File: config.mk
export PLATFORM = sky130hd
export DESIGN_NAME = lldp_tlv_walker
export DESIGN_NICKNAME = d
export VERILOG_FILES = /design/src/hw/rtl/lltw_pkg.sv /design/src/hw/rtl/lltw_rsp_fifo.sv /design/src/hw/rtl/lldp_tlv_walker.sv
export VERILOG_INCLUDE_DIRS = /design/src /design/src/hw/rtl
export SDC_FILE = /design/constraint.sdc
export NUM_CORES = 1
export LEC_CHECK = 0
export BUFFER_PORTS_ARGS = -buffer_cell sky130_fd_sc_hd__buf_2
export CORE_MARGIN = 2
export CORE_UTILIZATION = 37
export DETAILED_ROUTE_END_ITERATION = 10
export PLACE_DENSITY_LB_ADDON = 0.2
export SLEW_MARGIN = 40
export SYNTH_ARGS = -nofsm -noshare
export SYNTH_HDL_FRONTEND = slang
export SYNTH_HIERARCHICAL = 1
export SYNTH_SLANG_ARGS = --single-unit
export TNS_END_PERCENT = 1
File: constraint.sdc
create_clock -name clock -period 7.5 [get_ports clock]
set_input_delay 0.75 -clock clock [delete_from_list [all_inputs] [get_ports clock]]
set_output_delay 0.75 -clock clock [all_outputs]
set_load 0.005 [all_outputs]
File: src/hw/rtl/lldp_tlv_walker_assert.svh
// Assertion macros used by the LLDP TLV walker RTL.
`ifndef LLDP_TLV_WALKER_ASSERT_SVH
`define LLDP_TLV_WALKER_ASSERT_SVH
`ifndef SYNTHESIS
// check under clock, masked while reset is high
`define LTW_ASSERT(label, prop, msg) \
   label: assert property (@(posedge clock) disable iff (reset) prop) else $error(msg);
// check under clock, also during reset
`define LTW_ASSERT_RST(label, prop, msg) \
   label: assert property (@(posedge clock) prop) else $error(msg);
`else
`define LTW_ASSERT(label, prop, msg)
`define LTW_ASSERT_RST(label, prop, msg)
`endif
`endif

File: src/hw/rtl/lltw_pkg.sv
// Types and constants of the LLDP TLV walker.
`timescale 1ns / 1ps
package lltw_pkg;

   // field widths
   localparam int BYTE_W = 8;
   localparam int FLEN_W = 11;
   localparam int TYPE_W = 7;
   localparam int LEN_W  = 9;
   localparam int KIND_W = 2;

   // frame limit default
   localparam int unsigned MAX_FRAME_DEF = 2047;

   // TLV header facts
   localparam logic [FLEN_W-1:0] HDR_OCTETS    = FLEN_W'(2);
   localparam logic [TYPE_W-1:0] TYPE_END      = TYPE_W'(0);
   localparam logic [TYPE_W-1:0] KNOWN_LIMIT   = TYPE_W'(9);
   localparam logic [TYPE_W-1:0] TYPE_SYS_NAME = TYPE_W'(5);
   localparam logic [TYPE_W-1:0] TYPE_SYS_DESC = TYPE_W'(6);

   // event kinds
   localparam logic [KIND_W-1:0] EV_TLV  = 2'd0;
   localparam logic [KIND_W-1:0] EV_EOM  = 2'd1;
   localparam logic [KIND_W-1:0] EV_STOP = 2'd2;

   // result queue
   localparam int RSP_DEPTH = 4;
   localparam int PTR_W     = $clog2(RSP_DEPTH);
   localparam int LVL_W     = $clog2(RSP_DEPTH + 1);

   typedef struct packed {
      logic [KIND_W-1:0] event_kind;
      logic [TYPE_W-1:0] tlv_type;
      logic [LEN_W-1:0]  tlv_length;
      logic              known_type;
      logic              report_wanted;
      logic [FLEN_W-1:0] bytes_consumed;
      logic              last_of_run;
   } rsp_type;

   // write strobes into the result queue: b only together with a
   typedef struct packed {
      logic a;
      logic b;
   } push_type;

   // queue status toward the walker
   typedef struct packed {
      logic             room_two;
      logic [LVL_W-1:0] level;
   } fifo_stat_type;

endpackage

File: src/hw/rtl/lltw_rsp_fifo.sv
// Small result queue: takes up to two words a cycle, gives one.
`timescale 1ns / 1ps
module lltw_rsp_fifo
   import lltw_pkg::*;
(
   input  logic          clock,
   input  logic          reset,
   input  push_type      push,
   input  rsp_type       data_a,
   input  rsp_type       data_b,
   output fifo_stat_type stat,
   output logic          out_valid,
   output rsp_type       out_data,
   input  logic          out_ready
);

   rsp_type          mem_ff [RSP_DEPTH];
   logic [PTR_W-1:0] wr_ptr_ff, wr_ptr_in;
   logic [PTR_W-1:0] rd_ptr_ff, rd_ptr_in;
   logic [LVL_W-1:0] level_ff, level_in;
   logic             pop;
   logic [PTR_W-1:0] wr_next;

   assign out_valid = (level_ff != '0);
   assign out_data  = mem_ff[rd_ptr_ff];
   assign pop       = out_valid && out_ready;
   assign wr_next   = PTR_W'(wr_ptr_ff + 1'b1);

   assign stat.room_two = (level_ff <= LVL_W'(RSP_DEPTH - 2));
   assign stat.level    = level_ff;

   // pointer and fill level
   always_comb begin
      wr_ptr_in = wr_ptr_ff;
      rd_ptr_in = rd_ptr_ff;
      level_in  = level_ff;
      if (push.a && push.b) begin
         wr_ptr_in = PTR_W'(wr_ptr_ff + 2'd2);
      end else if (push.a) begin
         wr_ptr_in = wr_next;
      end
      if (pop) begin
         rd_ptr_in = PTR_W'(rd_ptr_ff + 1'b1);
      end
      level_in = LVL_W'(level_ff + LVL_W'(push.a) + LVL_W'(push.b) - LVL_W'(pop));
   end

   always_ff @(posedge clock) begin
      if (reset) begin
         wr_ptr_ff <= '0;
         rd_ptr_ff <= '0;
         level_ff  <= '0;
      end else begin
         wr_ptr_ff <= wr_ptr_in;
         rd_ptr_ff <= rd_ptr_in;
         level_ff  <= level_in;
      end
   end

   // storage
   always_ff @(posedge clock) begin
      if (push.a) begin
         mem_ff[wr_ptr_ff] <= data_a;
      end
      if (push.b) begin
         mem_ff[wr_next] <= data_b;
      end
   end

endmodule

File: src/hw/rtl/lldp_tlv_walker.sv
// LLDP TLV walker top level: header tracking and result queue.
//
//  channel  dir  tdata                                   tuser        tlast
//  req      in   [7:0] data_byte, [18:8] frame_length    first_byte   -
//  rsp      out  [6:0] type, [15:7] length, [16] known,  event_kind   last_of_run
//                [17] report_wanted, [28:18] consumed
//
// A byte is held in an input register, then one pass of counter
// logic updates the walk state and writes one or two results into a four
// word queue. One byte per cycle is taken while the queue has room for two.
// The results of a byte pass the input register and then the queue.
// Reset clears the walk (waiting for a frame) and empties the queue.
// A stalled result side fills the queue; the req side then stalls too.
`timescale 1ns / 1ps
`include "lldp_tlv_walker_assert.svh"
module lldp_tlv_walker
   import lltw_pkg::*;
#(
   parameter int unsigned MAX_FRAME = MAX_FRAME_DEF
)(
   input  logic        clock,
   input  logic        reset,
   // request side
   input  logic        req_tvalid,
   output logic        req_tready,
   input  logic [23:0] req_tdata,   // [7:0] data_byte, [18:8] frame_length, rest zero
   input  logic        req_tuser,   // [0] first_byte
   // result side
   output logic        rsp_tvalid,
   input  logic        rsp_tready,
   output logic [31:0] rsp_tdata,   // [6:0] tlv_type, [15:7] tlv_length, [16] known_type,
                                    // [17] report_wanted, [28:18] bytes_consumed, rest zero
   output logic [1:0]  rsp_tuser,   // [1:0] event_kind
   output logic        rsp_tlast    // last_of_run
);

   // walk phases
   localparam logic [1:0] PH_DONE    = 2'd0;
   localparam logic [1:0] PH_HEAD_HI = 2'd1;
   localparam logic [1:0] PH_HEAD_LO = 2'd2;
   localparam logic [1:0] PH_VALUE   = 2'd3;

   // input register
   logic              in_valid_ff, in_valid_in;
   logic [BYTE_W-1:0] in_byte_ff;
   logic              in_first_ff;
   logic [FLEN_W-1:0] in_flen_ff;

   // walk state
   logic [1:0]        phase_ff, phase_in;
   logic [BYTE_W-1:0] hdr_hi_ff, hdr_hi_in;
   logic [LEN_W-1:0]  val_rem_ff, val_rem_in;
   logic [FLEN_W-1:0] left_ff, left_in;
   logic [FLEN_W-1:0] used_ff, used_in;

   logic          req_accept;
   logic          advance;
   push_type      push;
   rsp_type       res_a, res_b;
   fifo_stat_type fifo_stat;
   rsp_type       out_word;

   assign advance    = in_valid_ff && fifo_stat.room_two;
   assign req_tready = !in_valid_ff || advance;
   assign req_accept = req_tvalid && req_tready;

   // input register load
   always_comb begin
      in_valid_in = in_valid_ff;
      if (req_accept) begin
         in_valid_in = 1'b1;
      end else if (advance) begin
         in_valid_in = 1'b0;
      end
   end

   always_ff @(posedge clock) begin
      if (reset) begin
         in_valid_ff <= 1'b0;
      end else begin
         in_valid_ff <= in_valid_in;
      end
   end

   always_ff @(posedge clock) begin
      if (req_accept) begin
         in_byte_ff  <= req_tdata[7:0];
         in_flen_ff  <= req_tdata[18:8];
         in_first_ff <= req_tuser;
      end
   end

   // one pass of the walk for the held byte
   always_comb begin
      logic [FLEN_W-1:0] flen_sat;
      logic [TYPE_W-1:0] hdr_type;
      logic [LEN_W-1:0]  hdr_len;
      logic [FLEN_W:0]   tlv_total;
      logic              stopped;

      phase_in   = phase_ff;
      hdr_hi_in  = hdr_hi_ff;
      val_rem_in = val_rem_ff;
      left_in    = left_ff;
      used_in    = used_ff;
      push       = '0;
      res_a      = '0;
      res_b      = '0;
      stopped    = 1'b0;
      flen_sat   = in_flen_ff;
      hdr_type   = hdr_hi_ff[7:1];
      hdr_len    = {hdr_hi_ff[0], in_byte_ff};
      tlv_total  = (FLEN_W+1)'(hdr_len) + (FLEN_W+1)'(HDR_OCTETS);

      // new frame restarts the walk
      if (in_first_ff) begin
         if (int'(in_flen_ff) > MAX_FRAME) begin
            flen_sat = FLEN_W'(MAX_FRAME);
         end
         left_in    = flen_sat;
         used_in    = '0;
         val_rem_in = '0;
         hdr_hi_in  = '0;
         phase_in   = PH_HEAD_HI;
         if (flen_sat < HDR_OCTETS) begin
            push.a               = 1'b1;
            res_a.event_kind     = EV_STOP;
            res_a.bytes_consumed = '0;
            phase_in             = PH_DONE;
            stopped              = 1'b1;
         end
      end

      if (!stopped) begin
         unique case (phase_in)
            PH_DONE: begin
            end
            PH_HEAD_HI: begin
               hdr_hi_in = in_byte_ff;
               phase_in  = PH_HEAD_LO;
            end
            PH_HEAD_LO: begin
               push.a = 1'b1;
               if (tlv_total > (FLEN_W+1)'(left_in)) begin
                  // TLV would overrun the frame
                  res_a.event_kind     = EV_STOP;
                  res_a.bytes_consumed = used_in;
                  phase_in             = PH_DONE;
               end else if (hdr_type == TYPE_END) begin
                  used_in              = FLEN_W'(used_in + HDR_OCTETS);
                  res_a.event_kind     = EV_EOM;
                  res_a.tlv_type       = hdr_type;
                  res_a.tlv_length     = hdr_len;
                  res_a.known_type     = 1'b1;
                  res_a.bytes_consumed = used_in;
                  phase_in             = PH_DONE;
               end else begin
                  left_in              = FLEN_W'(left_in - tlv_total);
                  used_in              = FLEN_W'(used_in + tlv_total);
                  res_a.event_kind     = EV_TLV;
                  res_a.tlv_type       = hdr_type;
                  res_a.tlv_length     = hdr_len;
                  res_a.known_type     = (hdr_type < KNOWN_LIMIT);
                  res_a.report_wanted  = (hdr_type == TYPE_SYS_NAME) ||
                                         (hdr_type == TYPE_SYS_DESC);
                  res_a.bytes_consumed = used_in;
                  if (hdr_len != '0) begin
                     val_rem_in = hdr_len;
                     phase_in   = PH_VALUE;
                  end else if (left_in < HDR_OCTETS) begin
                     // empty TLV left too little for another header
                     push.b               = 1'b1;
                     res_b.event_kind     = EV_STOP;
                     res_b.bytes_consumed = used_in;
                     phase_in             = PH_DONE;
                  end else begin
                     phase_in = PH_HEAD_HI;
                  end
               end
            end
            PH_VALUE: begin
               if (val_rem_in != '0) begin
                  val_rem_in = LEN_W'(val_rem_in - 1'b1);
               end
               if (val_rem_in == '0) begin
                  if (left_in < HDR_OCTETS) begin
                     push.a               = 1'b1;
                     res_a.event_kind     = EV_STOP;
                     res_a.bytes_consumed = used_in;
                     phase_in             = PH_DONE;
                  end else begin
                     phase_in = PH_HEAD_HI;
                  end
               end
            end
            default: begin
            end
         endcase
      end

      // mark the final word of this byte
      if (push.b) begin
         res_b.last_of_run = 1'b1;
      end else begin
         res_a.last_of_run = 1'b1;
      end

      // nothing moves unless the byte is taken this cycle
      if (!advance) begin
         phase_in   = phase_ff;
         hdr_hi_in  = hdr_hi_ff;
         val_rem_in = val_rem_ff;
         left_in    = left_ff;
         used_in    = used_ff;
         push       = '0;
      end
   end

   always_ff @(posedge clock) begin
      if (reset) begin
         phase_ff   <= PH_DONE;
         hdr_hi_ff  <= '0;
         val_rem_ff <= '0;
         left_ff    <= '0;
         used_ff    <= '0;
      end else begin
         phase_ff   <= phase_in;
         hdr_hi_ff  <= hdr_hi_in;
         val_rem_ff <= val_rem_in;
         left_ff    <= left_in;
         used_ff    <= used_in;
      end
   end

   // result queue
   lltw_rsp_fifo u_rsp_fifo (
      .clock     (clock),
      .reset     (reset),
      .push      (push),
      .data_a    (res_a),
      .data_b    (res_b),
      .stat      (fifo_stat),
      .out_valid (rsp_tvalid),
      .out_data  (out_word),
      .out_ready (rsp_tready)
   );

   // pack the result word
   assign rsp_tdata = {3'b000, out_word.bytes_consumed, out_word.report_wanted,
                       out_word.known_type, out_word.tlv_length, out_word.tlv_type};
   assign rsp_tuser = out_word.event_kind;
   assign rsp_tlast = out_word.last_of_run;

   // checks
   `LTW_ASSERT(a_level_max, fifo_stat.level <= LVL_W'(RSP_DEPTH), "result queue overfilled")
   `LTW_ASSERT(a_push_shows, push.a |=> rsp_tvalid, "written result not offered")
   `LTW_ASSERT(a_done_quiet, (phase_ff == PH_DONE && !in_first_ff) |-> !push.a, "word while idle")
   `LTW_ASSERT(a_pair_order, push.b |-> push.a && res_b.event_kind == EV_STOP, "bad pair")
   `LTW_ASSERT_RST(a_reset_empty, reset |=> !rsp_tvalid, "result offered after reset")

endmodule
==> impl_metrics.csv <==
group,metric,value,unit
grt,grt_use_total,0.186,
floorplan,die_w,182,µm
worst_setup_path,start_kind,"register",
floorplan,start_util,0.373,
worst_setup_path,crit_path_cell_trace,"ha_1 > nand3_1 > nor2_1 > xor2_1 > inv_1 > ha_1 > a21oi_1 > o21ai_0 > or3_2 > a2111oi_4 > nand4_2 > buf_4 > nor2_1 > buf_4 > nand2_2 > buf_4 > nand2_1 > buf_4",
placement,io_buffer_count,57,
clock_tree,cts_setup_buffers,0,
floorplan,io_pins,66,
hold_path,min_path_type,"register to register",
detailed_routing,ant_nets,0,
placement,dp_hpwl,20000,µm
layout,drive_above_1_share,0.276,
detailed_routing,vias,8143,
layout,antenna_cells,0,
sta,tightest_slew,0.763,ns
worst_setup_path,crit_type,"register to register",
clock_tree,postCtsHoldBufs,0,
grt,grt_overflow,0,
worst_setup_path,setup.worst_path.start,"in_byte_ff[1]",
sta,rsz0062_at_grt,"no",
floorplan,die_y,182,µm
placement,place_area,12600,µm²
clock_tree,cts_resized,0,
detailed_routing,drtIter0Drc,624,
detailed_routing,route.detailed.wl_per_inst,19.9,µm
floorplan,core_area,31400,µm²
synthesis,synth_top_area_cell,"edfxtp_1",
worst_setup_path,required,7.61,ns
pwr,p_leak,4.94,nW
sta,setup_tns,0,ns
synthesis,synth.area.top_cells,"edfxtp_1, mux2_2, dfxtp_1, mux4_2, ha_1",
worst_setup_path,rr_worst_depth,18,
worst_setup_path,endpoint,"u_rsp_fifo/mem_ff[3][22]",
synthesis,syn_inst,982,
synthesis,yosysTopAreaCellShare,0.379,
sta,fmax,190,MHz
job,maxCapViolations,0,
clock_tree,cts_sinks,199,
layout,syn_to_final_growth,11.9,%
grt,grt_max_degree,37,
sta,relSlewSlack,0.486,
worst_setup_path,r2r_slack,2.24,ns
synthesis,synth.yosys.warnings,6,
worst_setup_path,cpPeakStageDelay,0.74,ns
grt,antenna_found_initial,0,
synthesis,synth_most_common_cell,"edfxtp_1",
clock_tree,clk_latency,0.44,ns
floorplan,dieArea,33100,µm²
worst_setup_path,crit_slowest_cell,"edfxtp_1",
worst_setup_path,rr_endpoint,"u_rsp_fifo/mem_ff[3][22]",
synthesis,synth-edff-count,148,
pwr,ir_drop,0.155,mV
clock_tree,cts.path.max_buffers,2,
detailed_routing,firstDrtPassIters,6,
sta,hold_viol_final,0,
synthesis,ys_types,83,
detailed_routing,totalWireLength,30100,µm
detailed_routing,avgViaCountPerCell,5.38,
worst_setup_path,crit_arrival,5.37,ns
layout,fillers,3015,
sta,fin_crit,5.26,ns
synthesis,synth_seq_area_share,0.466,
sta,finalMaxSlewViolations,0,
grt,grt_pass1_vias,8122,
synthesis,yosys-top-cells-count,"edfxtp_1, mux2_2, nand2_1, dfxtp_1, nor2_1",
sta,setup_viol,0,
synthesis,syn_area_per_cell,11.9,µm²
synthesis,synth_area,11700,µm²
worst_setup_path,critical_path.max_fanout,33,
synthesis,ys_async_sr_fraction,0,
worst_setup_path,worstSetupEndpointType,"register",
worst_setup_path,crit_top_cell,"buf_4",
layout,post-route-cell-area,13100,µm²
worst_setup_path,r2r_start,"in_byte_ff[1]",
synthesis,ys.flop_type,"edfxtp_1",
synthesis,synth-seq-cells,199,
pwr,p_per_area,225,nW/µm²
sta,fin_crit_sh,0.701,
clock_tree,cts_max_level,4,
clock_tree,root_buffer,"clkbuf_16",
clock_tree,numCtsBuffers,17,
floorplan,rows,65,
hold_path,min_from,"left_ff[1]",
layout,nets,1162,
detailed_routing,drc,0,
grt,grt_pass1_wl,47300,µm
sta,skew,0.0154,ns
outcome,outcome,"finished clean",
clock_tree,tritoncts,"done",
clock_tree,clkTransAtPathRegs,0.07,ns
placement,place_congestion,0.833,
==> power by group <==
group	leakage [nW]	internal [mW]	total [mW]	switching, mW
Sequential	1.73	1.22	1.27	0.0474
Combinational	2.95	0.332	0.791	0.458
Clock	0.258	0.434	0.887	0.453
Total	4.94	1.99	2.95	0.959
==> worst min-delay path by stage <==
stage                          end  slack [ns]  depth (start not counted)
CTS                     left_ff[1]        0.46                          2
detailed placement      left_ff[1]        0.45                          2
global route        in_flen_ff[10]        0.46                          1
global placement        left_ff[0]        0.44                          2
floorplan               left_ff[0]        0.43                          2
finish                  left_ff[1]        0.45                          2
==> cells by family after synthesis <==
family / Yosys count / synth area share
adder cells (fa/ha/maj): 33 / 0.0378
AO/OA/AOI/OAI: 185 / 0.109
flip-flops: 199 / 0.466
other: 1 / 0.000320
multiplexers: 180 / 0.203
buffers and inverters: 98 / 0.0480
AND/OR/NAND/NOR: 257 / 0.114
XOR/XNOR: 29 / 0.0217
==> through the flow <==
| step | util | cells | hold slack [ns] | worst slack [ns] | power (mW) |
|---|---|---|---|---|---|
| after floorplan | - | 1060 | 0.431 | 2.08 | 1.88 |
| after detailed placement | 0.400 | 1483 | 0.448 | 2.28 | 2.09 |
| final | 0.418 | 1514 | 0.451 | 2.24 | 2.95 |
| after global routing | 0.418 | 1514 | 0.455 | 1.84 | 3.10 |
| after CTS | 0.418 | 1514 | 0.458 | 2.26 | 2.97 |
| after global placement | 0.400 | 1483 | 0.440 | 2.28 | 2.08 |
==> registers in the layout, indices dropped and copies added, names as in the netlist, named ones only <==
signal	cells
u_rsp_fifo/mem_ff	128
in_flen_ff	11
left_ff	11
used_ff	11
val_rem_ff	9
hdr_hi_ff	8
in_byte_ff	8
u_rsp_fifo/level_ff	3
phase_ff	2
u_rsp_fifo/rd_ptr_ff	2
u_rsp_fifo/wr_ptr_ff	2
in_first_ff	1
in_valid_ff	1
==> placed cells by master, fill, tap and decap left out, types with 8 or more instances in the layout <==
cell       count
dfxtp_1       50
o21ai_0       37
nor3_1        17
nor2_1        49
xor2_1        11
a21oi_1       42
and2_1        20
ha_1          29
conb_1        79
mux2_2       138
nand2_1       62
clkbuf_16     17
nor2b_1       12
mux2i_1       10
or3_1          9
mux4_2        30
inv_1         40
edfxtp_1     148
xnor2_1       18
nand3_1       33
buf_4         22
nor4_1         8
a211oi_1      11
buf_2         57
==> cell type report <==
cell class	count	area (µm²)	share of cell area
Clock buffer	18	429	0.0327
Clock inverter	13	123	0.00935
Inverter	40	150	0.0114
Multi-Input combinational cell	763	6000	0.457
Sequential cell	199	5470	0.417
Tap cell	402	503	0.0383
Timing Repair Buffer	79	450	0.0343
==> per-layer routing <==
metal  part of all wire  global-route usage
met5                  0                   0
met1               0.49               0.266
met3              0.043              0.0289
met4             0.0088              0.0365
met2               0.46               0.300
==> critical path, delay by kind of cell (launching register included) <==
kind	cells	cell delay (ns)
flops	1	0.74
simple gates	7	1.41
xor+xnor	1	0.28
buf+inv	5	1.13
compound gates	3	0.81
fa+ha+maj	2	0.51
(Power assumes the default switching activity.)
